## src/imds_pkg.sv

```systemverilog
`timescale 1ns / 1ps
// ----------------------------------------------------------------------------
// imds_pkg
// Shared types and constants of the inline markup delimiter scanner.
// ----------------------------------------------------------------------------
package imds_pkg;

  localparam int CHAR_W  = 21;
  localparam int SKIP_W  = 16;
  localparam int MASK_W  = 8;
  localparam int KIND_W  = 3;
  localparam int LEN_W   = 2;
  localparam int Q_DEPTH = 2;
  localparam int Q_PTR_W = $clog2(Q_DEPTH);
  localparam int Q_CNT_W = $clog2(Q_DEPTH + 1);

  // ascii codes of the characters the scanner cares about
  localparam logic [6:0] CH_TAB    = 7'h09;
  localparam logic [6:0] CH_LF     = 7'h0A;
  localparam logic [6:0] CH_CR     = 7'h0D;
  localparam logic [6:0] CH_SPACE  = 7'h20;
  localparam logic [6:0] CH_DQUOTE = 7'h22;
  localparam logic [6:0] CH_HASH   = 7'h23;
  localparam logic [6:0] CH_SQUOTE = 7'h27;
  localparam logic [6:0] CH_STAR   = 7'h2A;
  localparam logic [6:0] CH_PLUS   = 7'h2B;
  localparam logic [6:0] CH_DIG_LO = 7'h30;
  localparam logic [6:0] CH_DIG_HI = 7'h39;
  localparam logic [6:0] CH_UPP_LO = 7'h41;
  localparam logic [6:0] CH_UPP_HI = 7'h5A;
  localparam logic [6:0] CH_BSLASH = 7'h5C;
  localparam logic [6:0] CH_UNDER  = 7'h5F;
  localparam logic [6:0] CH_TICK   = 7'h60;
  localparam logic [6:0] CH_LOW_LO = 7'h61;
  localparam logic [6:0] CH_LOW_HI = 7'h7A;

  // token kinds, also bit positions in the accept mask
  localparam logic [KIND_W-1:0] KIND_EOF       = 3'd0;
  localparam logic [KIND_W-1:0] KIND_HARDWRAP  = 3'd1;
  localparam logic [KIND_W-1:0] KIND_EMPHASIS  = 3'd2;
  localparam logic [KIND_W-1:0] KIND_ITALIC    = 3'd3;
  localparam logic [KIND_W-1:0] KIND_MONO      = 3'd4;
  localparam logic [KIND_W-1:0] KIND_HIGHLIGHT = 3'd5;
  localparam logic [KIND_W-1:0] KIND_DQUOTE    = 3'd6;
  localparam logic [KIND_W-1:0] KIND_SQUOTE    = 3'd7;

  localparam logic [LEN_W-1:0] LEN_NONE   = 2'd0;
  localparam logic [LEN_W-1:0] LEN_SINGLE = 2'd1;
  localparam logic [LEN_W-1:0] LEN_DOUBLE = 2'd2;

  typedef enum logic [3:0] {
    CLS_OTHER,
    CLS_WORD,
    CLS_BLANK,
    CLS_EOL,
    CLS_STAR,
    CLS_UNDER,
    CLS_TICK,
    CLS_HASH,
    CLS_DQUOTE,
    CLS_SQUOTE,
    CLS_BSLASH,
    CLS_PLUS,
    CLS_EOF
  } char_cls_t;

  typedef enum logic [3:0] {
    PH_IDLE,
    PH_SKIP,
    PH_HW_AFTER,
    PH_C_AFTER,
    PH_C_SCAN,
    PH_C_CLOSE,
    PH_T_TICK,
    PH_T_AFTER,
    PH_T_SCAN,
    PH_T_CLOSE
  } phase_t;

  // classified item passed from front to back
  typedef struct packed {
    logic              start;
    logic [MASK_W-1:0] mask;
    logic              col_zero;
    char_cls_t         cls;
  } entry_t;

  typedef struct packed {
    logic              found;
    logic [KIND_W-1:0] kind;
    logic [LEN_W-1:0]  len;
    logic [SKIP_W-1:0] skipped;
  } result_t;

endpackage

```

## src/imds_chan_if.sv

```systemverilog
`timescale 1ns / 1ps
// ----------------------------------------------------------------------------
// imds channel interfaces
// Valid/ready channels for scanner characters and scan results.
// ----------------------------------------------------------------------------
interface imds_in_if;
  logic                        valid;
  logic                        ready;
  logic                        start_scan;
  logic [imds_pkg::MASK_W-1:0] valid_mask;
  logic                        at_column_zero;
  logic [imds_pkg::CHAR_W-1:0] char_code;
  logic                        is_eof;

  modport source (output valid, start_scan, valid_mask, at_column_zero, char_code,
                  is_eof, input ready);
  modport sink (input valid, start_scan, valid_mask, at_column_zero, char_code,
                is_eof, output ready);
endinterface

interface imds_out_if;
  logic                        valid;
  logic                        ready;
  logic                        found;
  logic [imds_pkg::KIND_W-1:0] token_kind;
  logic [imds_pkg::LEN_W-1:0]  token_length;
  logic [imds_pkg::SKIP_W-1:0] skipped_count;

  modport source (output valid, found, token_kind, token_length, skipped_count,
                  input ready);
  modport sink (input valid, found, token_kind, token_length, skipped_count,
                output ready);
endinterface

```

## src/imds_front.sv

```systemverilog
`timescale 1ns / 1ps
// ----------------------------------------------------------------------------
// imds_front
// Accepts characters and reduces each to a small character class.
// ----------------------------------------------------------------------------
module imds_front (
  input  logic                        in_valid,
  output logic                        in_ready,
  input  logic                        in_start_scan,
  input  logic [imds_pkg::MASK_W-1:0] in_valid_mask,
  input  logic                        in_at_column_zero,
  input  logic [imds_pkg::CHAR_W-1:0] in_char_code,
  input  logic                        in_is_eof,
  input  logic                        q_full,
  output logic                        q_push,
  output imds_pkg::entry_t            q_entry
);

  imds_pkg::char_cls_t cls;

  always_comb begin
    if (in_is_eof) begin
      cls = imds_pkg::CLS_EOF;
    end else if (|in_char_code[imds_pkg::CHAR_W-1:7]) begin
      cls = imds_pkg::CLS_OTHER;  // wide code points never match
    end else begin
      case (in_char_code[6:0]) inside
        imds_pkg::CH_SPACE, imds_pkg::CH_TAB: cls = imds_pkg::CLS_BLANK;
        imds_pkg::CH_LF, imds_pkg::CH_CR:     cls = imds_pkg::CLS_EOL;
        [imds_pkg::CH_DIG_LO:imds_pkg::CH_DIG_HI],
        [imds_pkg::CH_UPP_LO:imds_pkg::CH_UPP_HI],
        [imds_pkg::CH_LOW_LO:imds_pkg::CH_LOW_HI]: cls = imds_pkg::CLS_WORD;
        imds_pkg::CH_STAR:   cls = imds_pkg::CLS_STAR;
        imds_pkg::CH_UNDER:  cls = imds_pkg::CLS_UNDER;
        imds_pkg::CH_TICK:   cls = imds_pkg::CLS_TICK;
        imds_pkg::CH_HASH:   cls = imds_pkg::CLS_HASH;
        imds_pkg::CH_DQUOTE: cls = imds_pkg::CLS_DQUOTE;
        imds_pkg::CH_SQUOTE: cls = imds_pkg::CLS_SQUOTE;
        imds_pkg::CH_BSLASH: cls = imds_pkg::CLS_BSLASH;
        imds_pkg::CH_PLUS:   cls = imds_pkg::CLS_PLUS;
        default:             cls = imds_pkg::CLS_OTHER;
      endcase
    end
  end

  assign in_ready          = !q_full;
  assign q_push            = in_valid && !q_full;
  assign q_entry.start     = in_start_scan;
  assign q_entry.mask      = in_valid_mask;
  assign q_entry.col_zero  = in_at_column_zero;
  assign q_entry.cls       = cls;

endmodule

```

## src/imds_fifo.sv

```systemverilog
`timescale 1ns / 1ps
// ----------------------------------------------------------------------------
// imds_fifo
// Short queue of classified items between front and back.
// ----------------------------------------------------------------------------
module imds_fifo (
  input  logic             clk,
  input  logic             rst_n,
  input  logic             push,
  input  imds_pkg::entry_t push_entry,
  output logic             full,
  input  logic             pop,
  output imds_pkg::entry_t pop_entry,
  output logic             empty
);

  imds_pkg::entry_t                 slots_r [imds_pkg::Q_DEPTH];
  logic [imds_pkg::Q_PTR_W-1:0]     wr_ptr_r, wr_ptr_nxt;
  logic [imds_pkg::Q_PTR_W-1:0]     rd_ptr_r, rd_ptr_nxt;
  logic [imds_pkg::Q_CNT_W-1:0]     count_r, count_nxt;

  assign full      = (count_r == imds_pkg::Q_CNT_W'(imds_pkg::Q_DEPTH));
  assign empty     = (count_r == '0);
  assign pop_entry = slots_r[rd_ptr_r];

  always_comb begin
    wr_ptr_nxt = wr_ptr_r;
    rd_ptr_nxt = rd_ptr_r;
    count_nxt  = count_r;
    if (push) begin
      wr_ptr_nxt = (wr_ptr_r == imds_pkg::Q_PTR_W'(imds_pkg::Q_DEPTH - 1)) ? '0
                 : wr_ptr_r + 1'b1;
    end
    if (pop) begin
      rd_ptr_nxt = (rd_ptr_r == imds_pkg::Q_PTR_W'(imds_pkg::Q_DEPTH - 1)) ? '0
                 : rd_ptr_r + 1'b1;
    end
    case ({push, pop})
      2'b10:   count_nxt = count_r + 1'b1;
      2'b01:   count_nxt = count_r - 1'b1;
      default: count_nxt = count_r;
    endcase
  end

  always_ff @(posedge clk) begin
    if (!rst_n) begin
      wr_ptr_r <= '0;
      rd_ptr_r <= '0;
      count_r  <= '0;
    end else begin
      wr_ptr_r <= wr_ptr_nxt;
      rd_ptr_r <= rd_ptr_nxt;
      count_r  <= count_nxt;
    end
  end

  always_ff @(posedge clk) begin
    if (push) begin
      slots_r[wr_ptr_r] <= push_entry;
    end
  end

endmodule

```

## src/imds_back.sv

```systemverilog
`timescale 1ns / 1ps
// ----------------------------------------------------------------------------
// imds_back
// Scan state machine, one classified item per cycle while no result waits, with result register.
// ----------------------------------------------------------------------------
module imds_back (
  input  logic              clk,
  input  logic              rst_n,
  input  logic              q_empty,
  input  imds_pkg::entry_t  q_entry,
  output logic              q_pop,
  output logic              out_valid,
  input  logic              out_ready,
  output imds_pkg::result_t out_result
);

  imds_pkg::phase_t            phase_r, phase_nxt;
  logic                        line_start_r, line_start_nxt;
  logic                        space_seen_r, space_seen_nxt;
  logic [imds_pkg::SKIP_W-1:0] skip_r, skip_nxt;
  imds_pkg::char_cls_t         delim_r, delim_nxt;
  logic [imds_pkg::KIND_W-1:0] kind_r, kind_nxt;
  logic                        prev_bs_r, prev_bs_nxt;
  logic                        prev_blank_r, prev_blank_nxt;
  logic [imds_pkg::MASK_W-1:0] mask_r, mask_nxt;
  logic                        out_valid_r, out_valid_nxt;
  imds_pkg::result_t           result_r, result_nxt;

  imds_pkg::phase_t            ph;
  imds_pkg::char_cls_t         cls;
  logic                        is_eof, is_eol, is_blank;
  logic                        emit;
  logic                        emit_found;
  logic [imds_pkg::KIND_W-1:0] emit_kind;
  logic [imds_pkg::LEN_W-1:0]  emit_len;
  logic                        do_scan;

  assign q_pop      = !q_empty && (!out_valid_r || out_ready);
  assign out_valid  = out_valid_r;
  assign out_result = result_r;

  assign cls      = q_entry.cls;
  assign is_eof   = (cls == imds_pkg::CLS_EOF);
  assign is_eol   = (cls == imds_pkg::CLS_EOL);
  assign is_blank = (cls == imds_pkg::CLS_BLANK);

  always_comb begin
    // a start item reloads the scan context before it is examined
    if (q_entry.start) begin
      ph             = imds_pkg::PH_SKIP;
      line_start_nxt = q_entry.col_zero;
      space_seen_nxt = 1'b0;
      skip_nxt       = '0;
      delim_nxt      = imds_pkg::CLS_OTHER;
      kind_nxt       = imds_pkg::KIND_EOF;
      prev_bs_nxt    = 1'b0;
      prev_blank_nxt = 1'b0;
      mask_nxt       = q_entry.mask;
    end else begin
      ph             = phase_r;
      line_start_nxt = line_start_r;
      space_seen_nxt = space_seen_r;
      skip_nxt       = skip_r;
      delim_nxt      = delim_r;
      kind_nxt       = kind_r;
      prev_bs_nxt    = prev_bs_r;
      prev_blank_nxt = prev_blank_r;
      mask_nxt       = mask_r;
    end
    phase_nxt  = ph;
    emit       = 1'b0;
    emit_found = 1'b0;
    emit_kind  = imds_pkg::KIND_EOF;
    emit_len   = imds_pkg::LEN_NONE;
    do_scan    = 1'b0;

    case (ph)
      imds_pkg::PH_SKIP: begin
        if (is_blank || is_eol) begin
          if (is_eol) begin
            space_seen_nxt = 1'b0;
            line_start_nxt = 1'b1;
          end else if (!line_start_nxt) begin
            space_seen_nxt = 1'b1;
          end
          if (skip_nxt != '1) begin
            skip_nxt = skip_nxt + 1'b1;
          end
        end else if (mask_nxt[imds_pkg::KIND_HARDWRAP] && space_seen_nxt &&
                     cls == imds_pkg::CLS_PLUS) begin
          phase_nxt = imds_pkg::PH_HW_AFTER;
        end else if ((mask_nxt[imds_pkg::KIND_EMPHASIS] && cls == imds_pkg::CLS_STAR) ||
                     (mask_nxt[imds_pkg::KIND_ITALIC] && cls == imds_pkg::CLS_UNDER) ||
                     (mask_nxt[imds_pkg::KIND_MONO] && cls == imds_pkg::CLS_TICK) ||
                     (mask_nxt[imds_pkg::KIND_HIGHLIGHT] && cls == imds_pkg::CLS_HASH)) begin
          delim_nxt = cls;
          kind_nxt  = (cls == imds_pkg::CLS_STAR)  ? imds_pkg::KIND_EMPHASIS
                    : (cls == imds_pkg::CLS_UNDER) ? imds_pkg::KIND_ITALIC
                    : (cls == imds_pkg::CLS_TICK)  ? imds_pkg::KIND_MONO
                    : imds_pkg::KIND_HIGHLIGHT;
          phase_nxt = imds_pkg::PH_C_AFTER;
        end else if ((mask_nxt[imds_pkg::KIND_DQUOTE] && cls == imds_pkg::CLS_DQUOTE) ||
                     (mask_nxt[imds_pkg::KIND_SQUOTE] && cls == imds_pkg::CLS_SQUOTE)) begin
          delim_nxt = cls;
          kind_nxt  = (cls == imds_pkg::CLS_DQUOTE) ? imds_pkg::KIND_DQUOTE
                    : imds_pkg::KIND_SQUOTE;
          phase_nxt = imds_pkg::PH_T_TICK;
        end else begin
          emit       = 1'b1;
          emit_found = is_eof && mask_nxt[imds_pkg::KIND_EOF];
        end
      end
      imds_pkg::PH_HW_AFTER: begin
        emit = 1'b1;
        if (is_eof || is_eol) begin
          emit_found = 1'b1;
          emit_kind  = imds_pkg::KIND_HARDWRAP;
          emit_len   = imds_pkg::LEN_SINGLE;
        end
      end
      imds_pkg::PH_C_AFTER: begin
        if (is_eof || cls == delim_nxt || is_blank || is_eol) begin
          emit = 1'b1;
        end else begin
          prev_bs_nxt    = (cls == imds_pkg::CLS_BSLASH);
          prev_blank_nxt = is_blank;
          phase_nxt      = imds_pkg::PH_C_SCAN;
        end
      end
      imds_pkg::PH_C_CLOSE: begin
        if (cls != delim_nxt && cls != imds_pkg::CLS_WORD) begin
          emit       = 1'b1;
          emit_found = 1'b1;
          emit_kind  = kind_nxt;
          emit_len   = imds_pkg::LEN_SINGLE;
        end else begin
          // not a close: the delimiter counts as ordinary content
          prev_bs_nxt    = 1'b0;
          prev_blank_nxt = 1'b0;
          phase_nxt      = imds_pkg::PH_C_SCAN;
          do_scan        = 1'b1;
        end
      end
      imds_pkg::PH_C_SCAN: begin
        do_scan = 1'b1;
      end
      imds_pkg::PH_T_TICK: begin
        if (cls != imds_pkg::CLS_TICK) begin
          emit = 1'b1;
        end else begin
          phase_nxt = imds_pkg::PH_T_AFTER;
        end
      end
      imds_pkg::PH_T_AFTER: begin
        if (is_eof || is_blank || is_eol || cls == imds_pkg::CLS_TICK) begin
          emit = 1'b1;
        end else begin
          prev_bs_nxt    = (cls == imds_pkg::CLS_BSLASH);
          prev_blank_nxt = is_blank;
          phase_nxt      = imds_pkg::PH_T_SCAN;
        end
      end
      imds_pkg::PH_T_SCAN: begin
        if (is_eof || is_eol) begin
          emit = 1'b1;
        end else if (cls == imds_pkg::CLS_TICK && !prev_bs_nxt) begin
          phase_nxt = imds_pkg::PH_T_CLOSE;
        end else begin
          prev_bs_nxt    = (cls == imds_pkg::CLS_BSLASH);
          prev_blank_nxt = is_blank;
        end
      end
      imds_pkg::PH_T_CLOSE: begin
        emit = 1'b1;
        if (cls == delim_nxt) begin
          emit_found = 1'b1;
          emit_kind  = kind_nxt;
          emit_len   = imds_pkg::LEN_DOUBLE;
        end
      end
      default: begin
        phase_nxt = imds_pkg::PH_IDLE;
      end
    endcase

    // body of a constrained span, shared by scan and a failed close
    if (do_scan) begin
      if (is_eof || is_eol) begin
        emit = 1'b1;
      end else if (cls == delim_nxt && !prev_bs_nxt && !prev_blank_nxt) begin
        phase_nxt = imds_pkg::PH_C_CLOSE;
      end else begin
        prev_bs_nxt    = (cls == imds_pkg::CLS_BSLASH);
        prev_blank_nxt = is_blank;
      end
    end

    if (emit) begin
      phase_nxt = imds_pkg::PH_IDLE;
    end

    result_nxt = result_r;
    if (q_pop && emit) begin
      out_valid_nxt      = 1'b1;
      result_nxt.found   = emit_found;
      result_nxt.kind    = emit_kind;
      result_nxt.len     = emit_len;
      result_nxt.skipped = skip_nxt;
    end else if (out_ready) begin
      out_valid_nxt = 1'b0;
    end else begin
      out_valid_nxt = out_valid_r;
    end
  end

  always_ff @(posedge clk) begin
    if (!rst_n) begin
      phase_r      <= imds_pkg::PH_IDLE;
      line_start_r <= 1'b0;
      space_seen_r <= 1'b0;
      skip_r       <= '0;
      delim_r      <= imds_pkg::CLS_OTHER;
      kind_r       <= imds_pkg::KIND_EOF;
      prev_bs_r    <= 1'b0;
      prev_blank_r <= 1'b0;
      mask_r       <= '0;
      out_valid_r  <= 1'b0;
    end else begin
      out_valid_r <= out_valid_nxt;
      if (q_pop) begin
        phase_r      <= phase_nxt;
        line_start_r <= line_start_nxt;
        space_seen_r <= space_seen_nxt;
        skip_r       <= skip_nxt;
        delim_r      <= delim_nxt;
        kind_r       <= kind_nxt;
        prev_bs_r    <= prev_bs_nxt;
        prev_blank_r <= prev_blank_nxt;
        mask_r       <= mask_nxt;
      end
    end
  end

  always_ff @(posedge clk) begin
    result_r <= result_nxt;
  end

endmodule

```

## src/inline_markup_delimiter_scanner.sv

```systemverilog
`timescale 1ns / 1ps
// ----------------------------------------------------------------------------
// inline_markup_delimiter_scanner
// Streams the characters of one scan call and reports the delimiter found.
// ----------------------------------------------------------------------------
// usage:
//   in_chan carries one character item per handshake; the first item of a
//   scan call has start_scan set and brings the token mask and column flag.
//   out_chan gives one result per scan call once the decision is reached:
//   found, token kind and length, and the saturating count of skipped
//   whitespace. items after the decision are dropped until the next start.
// timing:
//   one item per cycle sustained while out_chan takes results. the front
//   classifies the character in the accept cycle and writes a two-entry queue;
//   the back state machine takes one queued item per cycle while no result
//   waits; a deciding item is stored in the queue, then in the result register.
// stall:
//   a waiting result sits in the output register; the back stops popping
//   while it is not taken, the queue fills and then in_chan.ready drops.
// reset:
//   synchronous active-low rst_n empties the queue, drops any pending
//   result and returns the scanner to idle, where items without a start are
//   ignored.
// ----------------------------------------------------------------------------
module inline_markup_delimiter_scanner (
  input  logic       clk,
  input  logic       rst_n,
  imds_in_if.sink    in_chan,
  imds_out_if.source out_chan
);

  // front to queue
  logic              q_push;
  logic              q_full;
  imds_pkg::entry_t  q_push_entry;

  // queue to back
  logic              q_pop;
  logic              q_empty;
  imds_pkg::entry_t  q_pop_entry;

  imds_pkg::result_t result;

  // character classification and input handshake
  imds_front u_front (
    .in_valid          (in_chan.valid),
    .in_ready          (in_chan.ready),
    .in_start_scan     (in_chan.start_scan),
    .in_valid_mask     (in_chan.valid_mask),
    .in_at_column_zero (in_chan.at_column_zero),
    .in_char_code      (in_chan.char_code),
    .in_is_eof         (in_chan.is_eof),
    .q_full            (q_full),
    .q_push            (q_push),
    .q_entry           (q_push_entry)
  );

  // decouples input acceptance from result stalls
  imds_fifo u_fifo (
    .clk        (clk),
    .rst_n      (rst_n),
    .push       (q_push),
    .push_entry (q_push_entry),
    .full       (q_full),
    .pop        (q_pop),
    .pop_entry  (q_pop_entry),
    .empty      (q_empty)
  );

  // scan state machine and registered result
  imds_back u_back (
    .clk        (clk),
    .rst_n      (rst_n),
    .q_empty    (q_empty),
    .q_entry    (q_pop_entry),
    .q_pop      (q_pop),
    .out_valid  (out_chan.valid),
    .out_ready  (out_chan.ready),
    .out_result (result)
  );

  assign out_chan.found         = result.found;
  assign out_chan.token_kind    = result.kind;
  assign out_chan.token_length  = result.len;
  assign out_chan.skipped_count = result.skipped;

endmodule
```

## src/flat_wrapper.sv

```systemverilog
// flat-port wrapper written by rule: the top's interface ports become plain ports
module inline_markup_delimiter_scanner_flat 
  (clk, rst_n, in_chan_valid, in_chan_start_scan, in_chan_valid_mask, in_chan_at_column_zero, in_chan_char_code, in_chan_is_eof, in_chan_ready, out_chan_valid, out_chan_found, out_chan_token_kind, out_chan_token_length, out_chan_skipped_count, out_chan_ready);
  imds_in_if in_chan_i ();
  imds_out_if out_chan_i ();
  input  logic clk;
  input  logic rst_n;
  input wire logic [$bits(in_chan_i.valid)-1:0] in_chan_valid;
  input wire logic [$bits(in_chan_i.start_scan)-1:0] in_chan_start_scan;
  input wire logic [$bits(in_chan_i.valid_mask)-1:0] in_chan_valid_mask;
  input wire logic [$bits(in_chan_i.at_column_zero)-1:0] in_chan_at_column_zero;
  input wire logic [$bits(in_chan_i.char_code)-1:0] in_chan_char_code;
  input wire logic [$bits(in_chan_i.is_eof)-1:0] in_chan_is_eof;
  output wire logic [$bits(in_chan_i.ready)-1:0] in_chan_ready;
  output wire logic [$bits(out_chan_i.valid)-1:0] out_chan_valid;
  output wire logic [$bits(out_chan_i.found)-1:0] out_chan_found;
  output wire logic [$bits(out_chan_i.token_kind)-1:0] out_chan_token_kind;
  output wire logic [$bits(out_chan_i.token_length)-1:0] out_chan_token_length;
  output wire logic [$bits(out_chan_i.skipped_count)-1:0] out_chan_skipped_count;
  input wire logic [$bits(out_chan_i.ready)-1:0] out_chan_ready;
  assign in_chan_i.valid = in_chan_valid;
  assign in_chan_i.start_scan = in_chan_start_scan;
  assign in_chan_i.valid_mask = in_chan_valid_mask;
  assign in_chan_i.at_column_zero = in_chan_at_column_zero;
  assign in_chan_i.char_code = in_chan_char_code;
  assign in_chan_i.is_eof = in_chan_is_eof;
  assign in_chan_ready = in_chan_i.ready;
  assign out_chan_valid = out_chan_i.valid;
  assign out_chan_found = out_chan_i.found;
  assign out_chan_token_kind = out_chan_i.token_kind;
  assign out_chan_token_length = out_chan_i.token_length;
  assign out_chan_skipped_count = out_chan_i.skipped_count;
  assign out_chan_i.ready = out_chan_ready;
  inline_markup_delimiter_scanner u_core (.clk(clk), .rst_n(rst_n), .in_chan(in_chan_i), .out_chan(out_chan_i));
endmodule
```

## config.mk

```make
export PLATFORM = sky130hd
export DESIGN_NAME = inline_markup_delimiter_scanner_flat
export DESIGN_NICKNAME = d
export VERILOG_FILES = /design/src/imds_pkg.sv /design/src/imds_chan_if.sv /design/src/imds_front.sv /design/src/imds_fifo.sv /design/src/imds_back.sv /design/src/inline_markup_delimiter_scanner.sv /design/src/flat_wrapper.sv
export SDC_FILE = /design/constraint.sdc
export NUM_CORES = 1
export LEC_CHECK = 0
export ABC_CLOCK_PERIOD_IN_PS = 4700
export BUFFER_PORTS_ARGS = -buffer_cell sky130_fd_sc_hd__buf_4
export CORE_AREA = 2 2 132 134
export CTS_BUF_LIST = sky130_fd_sc_hd__clkbuf_8
export CTS_CLUSTER_SIZE = 20
export DETAILED_ROUTE_END_ITERATION = 8
export DIE_AREA = 0 0 134 136
export PLACE_DENSITY_LB_ADDON = 0.2
export SYNTH_ARGS = -nofsm -noshare
export SYNTH_HDL_FRONTEND = slang
export SYNTH_SLANG_ARGS = --single-unit
```

## constraint.sdc

```tcl
create_clock -name clk -period 4.7 [get_ports clk]
set_input_delay 1.175 -clock clk [delete_from_list [all_inputs] [get_ports clk]]
set_output_delay 1.175 -clock clk [all_outputs]
set_load 0.01 [all_outputs]
```

* Word level (Yosys, flattened, before mapping) *
Memories as Yosys holds them, arrays and structs flattened. A register that Yosys moved wholly into a read port is not among the register bits.
Index checks and enable logic that the tools add are counted.

storage, ports and cells
  input port bits = 36
  bits in registers = 66
  bits in writable memories = 28
  memories = 1
  output and inout bits = 24
  word-level logic and storage cells = 233

cells by class
  reduce and logical (&&, ||, !) cells = 47
  multiplexer cells = 116
  equality and inequality tests = 41
  add/subtract/negate cells = 5
  magnitude comparators = 6

memory list
  memory                 words  bits a word  rd ports  clocked after Yosys merged registers in  wr ports  line             text
  u_core.u_fifo.slots_r  2      14           1         1                                        1         imds_fifo.sv:17  imds_pkg::entry_t slots_r [imds_pkg::Q_DEPTH];

operator list
  kind                                                             count
  2-to-1 mux 4 bit                                                 34
  2-to-1 mux 16 bit                                                4
  2-to-1 mux 1 bit                                                 57
  == test 7 x 6 -> 1 bit (second input constant)                   6
  == test 4 x 3 -> 1 bit (second input constant)                   8
  2-to-1 mux 3 bit                                                 10
  == test 4 bit (second input constant)                            7
  case mux 4 bit (7 select lines)                                  1
  == test 7 x 4 -> 1 bit (second input constant)                   3
  == test 7 bit (second input constant)                            3
  logical AND 1 bit                                                19
  adder 16 x 1 -> 16 bit (second input constant)                   1
  == test 4 x 2 -> 1 bit (second input constant)                   4
  inequality test 16 bit (second input constant)                   1
  >= comparator 7 bit (second input constant)                      2
  less-or-equal comparator 7 bit (second input constant)           2
  OR reduction 14 bit                                              1
  logical OR 1 bit                                                 13
  case mux 1 bit (4 select lines)                                  3
  case mux 3 bit (3 select lines)                                  1
  == test 4 bit                                                    2
  2-to-1 mux 8 bit                                                 1
  >= comparator 7 x 6 -> 1 bit (second input constant)             1
  less-or-equal comparator 7 x 6 -> 1 bit (second input constant)  1
  other kinds (19)                                                 30

* Depth between registers and ports, before layout *
  depth in word-level cells = 16
  gate-level depth with buffers = 16
  mapped depth without buffers = 11

* Modules after synthesis *
A second synthesis with hierarchy kept.

unflattened totals
  cells, all modules = 575
  area, all modules = 5624.1 sq um

modules (own cells, without submodules)
  module      cells an instance  area an instance (sq um)  sequential area each (sq um)  instances
  imds_back   437                3918.8                    1461.4                        1
  imds_fifo   65                 1219.9                    940.9                         1
  imds_front  73                 485.5                     0.0                           1

* Least setup slack after synthesis *
OpenSTA, ideal clock, no wires.

  path kind = register to register
  from = reg with a tool-made name
  to = reg u_core.u_back.result_r, in the netlist u_core.u_back.out_result[0] (enable)
  stages on the path, launching flop included = 8
  clock period less this slack = 3.670 ns
  required time = 4.284 ns
  path slack = 1.030 ns
  setup time = 0.416 ns
  arrival = 3.254 ns
  path buffers = 1
  cell sequence = dfxtp_1 > buf_4 > mux2i_1 > o22ai_1 > a2111oi_4 > nand2_1 > a311o_1 > a31oi_1

RTL lines
  item                    line              text
  end signal: assignment  imds_back.sv:245  result_r <= result_nxt;
  end: declaration        imds_back.sv:27   imds_pkg::result_t result_r, result_nxt;

==> parameters.txt <==
Parameter                              Value

Status
  Outcome ... finished, final reports clean

Synth
  Number of different library cells in the post-synthesis netlist ... 73
  Syn Std Cell Area ... 0.005418 mm2
  Post-synth top flop ... sky130_fd_sc_hd__edfxtp_1
  Yosys synthesis warning count ... 0
  Syn_area_per_cell ... 9.045 um2
  Number of synthesized flops with an enable pin ... 50
  Proportion of synthesized chip area in sequential cells ... 44.34%
  Synthesized instance count ... 599
  Number of nets in the synthesized netlist ... 637
  Async set-reset flop share out of synthesis ... 0%
  Post-synthesis register bit count ... 95

Timing
  Pin slew with the least headroom to its limit ... 1.104 ns
  Ratio of final minimum period to clock period ... 73.57%
  Final hold violation count ... 0
  Maximum clock frequency ... 289.2 MHz
  Time the worst path needs with I/O delays and setup ... 3.458 ns
  Headroom to the max-slew limit ... 26.15%
  Setup repair after global routing missed its margin ... no
  Total of endpoints with negative setup slack in the final report ... 0
  Worst Clk Skew ... 0.007187 ns
  Total Negative Setup Slacks ... 0 ns
  Slew Viols, Final ... 0

Critical path
  Critical path depth ... 8
  Crit end category ... flip-flop
  Family with the most delay on the worst path ... compound AO/OA/AOI/OAI gates
  Critical path's slowest cell ... sky130_fd_sc_hd__dfxtp_1
  Largest stage delay on the critical path ... 0.63 ns
  Cell mode on critical path ... sky130_fd_sc_hd__buf_4
  Arrival time at the worst endpoint ... 3.50 ns
  R2R cell count ... 8
  Cells along the critical path ... buf_4 -> mux2i_4 -> o22ai_1 -> a2111oi_4 -> nand2_1 -> a311o_1 -> a31oi_2 -> buf_4
  Endpoint of the worst setup timing path ... u_core.u_back.out_result[15]$_DFFE_PP_
  R2R setup slack ... 1.24 ns
  Worst Path Required ... 4.74 ns
  CP max FO ... 23
  Startpoint types ... flip-flop
  Number of buffers and inverters on the critical path ... 2
  Reg2Reg Capture Point ... u_core.u_back.out_result[15]$_DFFE_PP_
  Critical path type ... flip-flop to flip-flop

Finish
  Highest-count cells in the layout ignoring fill and taps ... sky130_fd_sc_hd__nor2_1 (73), sky130_fd_sc_hd__buf_4 (67), sky130_fd_sc_hd__nand2_1 (56)
  Nets@finish ... 682
  Design Area, Final ... 0.006236 mm2
  Leading cell type in the layout, fill and taps excluded ... sky130_fd_sc_hd__nor2_1
  Fraction of layout cells with a size suffix above 1 ... 16.49%
  Area delta synth->final ... 15.10%
  Antenna diode instance count ... 0

CTS
  Clock-pin slew reported for the worst setup and hold paths after clock tree synthesis ... 0.09 ns
  Clock buffers created by TritonCTS ... 9
  # resized after CTS ... 0
  Clock sink count ... 95
  Clock Latency Late Sink ... 0.36 ns
  Post-CTS repair timing setup buffer count ... 0
  Level count of the clock H-tree ... 3
  Clock tree buffer depth ... 2
  Hold-fix buffer count after cts ... 0
  CTS tree ... done
  Clock tree root buffer cell ... sky130_fd_sc_hd__clkbuf_8

Place
  IO Port Bufs ... 59
  Post-Place Cell Area ... 0.006083 mm2
  GP Congestion ... 0.8737
  Estimated wirelength of the detail-placed design ... 10160 um

Die
  Die span in x ... 134 um
  Height of the chip ... 136 um
  Total core area ... 0.01688 mm2
  Num rows ... 48
  # IOs ... 60
  Effective utilization at floorplan ... 32.10%
  Die area ... 0.01822 mm2

GRT
  Grt total ovfl ... 0
  Maximum number of pins on one net before global-route repair ... 41
  Initial antenna violation count ... 0
  Aggregate global-route resource usage ... 15.79%
  Number of global-route vias before repair ... 4560
  Global-route wire length before repair ... 23050 um

Drt
  DRT Wirelength ... 14200 um
  WL/cell ... 16.25 um
  Antenna violation net count after detailed routing ... 0
  Via count ... 4736
  Number of DRC violations after detailed routing ... 0
  Router iterations before antenna repair ... 5
  1st-iter DRT viols ... 493
  Via-to-Cell Ratio ... 5.419

Power and ir drop
  Net switching fraction of the power ... 39.94%
  Static leakage ... 2.137 nW
  Flop pwr share ... 42.1%
  Combinational Power Share ... 41.3%
  Internal power component ... 0.001624 W
  Fraction of power consumed by the clock network ... 16.6%
  Net switching power ... 0.001080 W
  IR Drop Worst-Case VDD ... 0.0002018 V
  Power density of the placed cells ... 433.7 mW/mm2

Hold path
  Class of the tightest hold or removal check ... flip-flop to flip-flop

Run
  Number of maximum-capacitance constraint violations ... 0
==> flip-flops by register name (all words and copies together) (netlist names), 2 cells and up, named ones only <==
name / flops
u_core.u_back.delim_r: 4
u_core.u_back.phase_r: 4
u_core.u_fifo.count_r: 2
u_core.u_fifo.slots_r: 28
u_core.u_back.skip_r: 16
u_core.u_back.kind_r: 3
u_core.u_back.mask_r: 8
u_core.u_back.out_result: 22
==> Yosys cell counts, drive strengths merged (4+ instances only) <==
cell,count,area share [%]
and3,10,1.2
nand3b,5,0.69
o22ai,7,0.81
clkbuf,21,1.5
a31oi,10,1.2
nand3,17,1.7
a211oi,8,1.1
o211ai,6,0.83
nor3b,5,0.69
a21oi,44,4.1
nor2,74,5.2
a22oi,9,1.3
nand2b,12,1.4
nor2b,7,0.81
and3b,6,0.97
mux2i,8,1.7
and2,8,0.92
dfxtp,45,17
o31ai,4,0.81
nor4,10,1.5
o32ai,8,1.3
or3,8,0.92
o21ai,29,2.7
nand2,56,3.9
inv,15,1.0
xor2,10,1.6
a21o,6,0.83
xnor2,8,1.3
edfxtp,50,28
buf,12,1.1
nand4,9,1.0
nor3,20,1.8
mux2,6,1.2
==> power groups by stage <==
stage | Clock (W) | Sequential [W] | Combinational, W
floorplan | 0 | 0.00114 | 0.000769
global placement | 0 | 0.00115 | 0.00110
detailed placement | 0 | 0.00116 | 0.00112
CTS | 0.000472 | 0.00114 | 0.00112
global route | 0.000503 | 0.00116 | 0.00123
finish | 0.000449 | 0.00114 | 0.00112
==> kinds of logic after synthesis <==
family / synth area share, %
buffers and inverters: 3.580
DFF: 44.34
adders and majority gates: 0.4618
xor gates and xnor gates: 2.910
AOI/OAI and AO/OA: 21.52
muxes: 2.956
and+or+nand+nor: 24.23
==> worst reg2reg max path, cell delays in order (launching register included) <==
cell and delay (ns):
sky130_fd_sc_hd__dfxtp_1 0.63, sky130_fd_sc_hd__buf_4 0.33, sky130_fd_sc_hd__mux2i_4 0.44, sky130_fd_sc_hd__o22ai_1 0.18, sky130_fd_sc_hd__a2111oi_4 0.48, sky130_fd_sc_hd__nand2_1 0.19, sky130_fd_sc_hd__a311o_1 0.39, sky130_fd_sc_hd__a31oi_2 0.17
sky130_fd_sc_hd__buf_4 0.32
==> how the worst min path moves through the flow <==
stage / from / endpoint / cells after the start
finish: u_core.u_back.space_seen_r$_SDFFE_PN0P_ / u_core.u_back.space_seen_r$_SDFFE_PN0P_ / 2
global route: u_core.u_back.space_seen_r$_SDFFE_PN0P_ / u_core.u_back.space_seen_r$_SDFFE_PN0P_ / 2
CTS: u_core.u_back.space_seen_r$_SDFFE_PN0P_ / u_core.u_back.space_seen_r$_SDFFE_PN0P_ / 2
detailed placement: u_core.u_back.space_seen_r$_SDFFE_PN0P_ / u_core.u_back.space_seen_r$_SDFFE_PN0P_ / 2
global placement: u_core.u_back.space_seen_r$_SDFFE_PN0P_ / u_core.u_back.space_seen_r$_SDFFE_PN0P_ / 2
floorplan: u_core.u_back.space_seen_r$_SDFFE_PN0P_ / u_core.u_back.space_seen_r$_SDFFE_PN0P_ / 2
==> area by class of cell <==
class,count,area (um2)
Fill cell,1716,10640
Multi-Input combinational cell,456,2840
Sequential cell,95,2402
Timing Repair Buffer,67,503.0
Tap cell,225,281.5
Clock buffer,9,123.9
Inverter,15,56.30
Clock inverter,7,28.78
==> per-layer routing <==
metal  up-vias  share of wire, %  track usage (%)
li1       2334                 -                -
met1      2245                47            20.78
met2       132                47            26.01
met3        25               4.5            3.318
met4         0               1.7            5.024
met5         -                 0                0
==> through the flow <==
stage          util (%)  hold WS [ns]  setup WS (ns)  cells  total power (W)
4_1_cts           36.95        0.4577          1.247    874         0.002731
3_5_place_dp      36.05        0.4447          1.293    858         0.002273
3_3_place_gp      36.05        0.4453          1.371    858         0.002253
6_report          36.95        0.4583          1.242    874         0.002705
5_1_grt           36.95        0.4796          1.030    874         0.002895
2_1_floorplan         -        0.4273          1.030    599         0.001910
(Power assumes the default switching activity.)
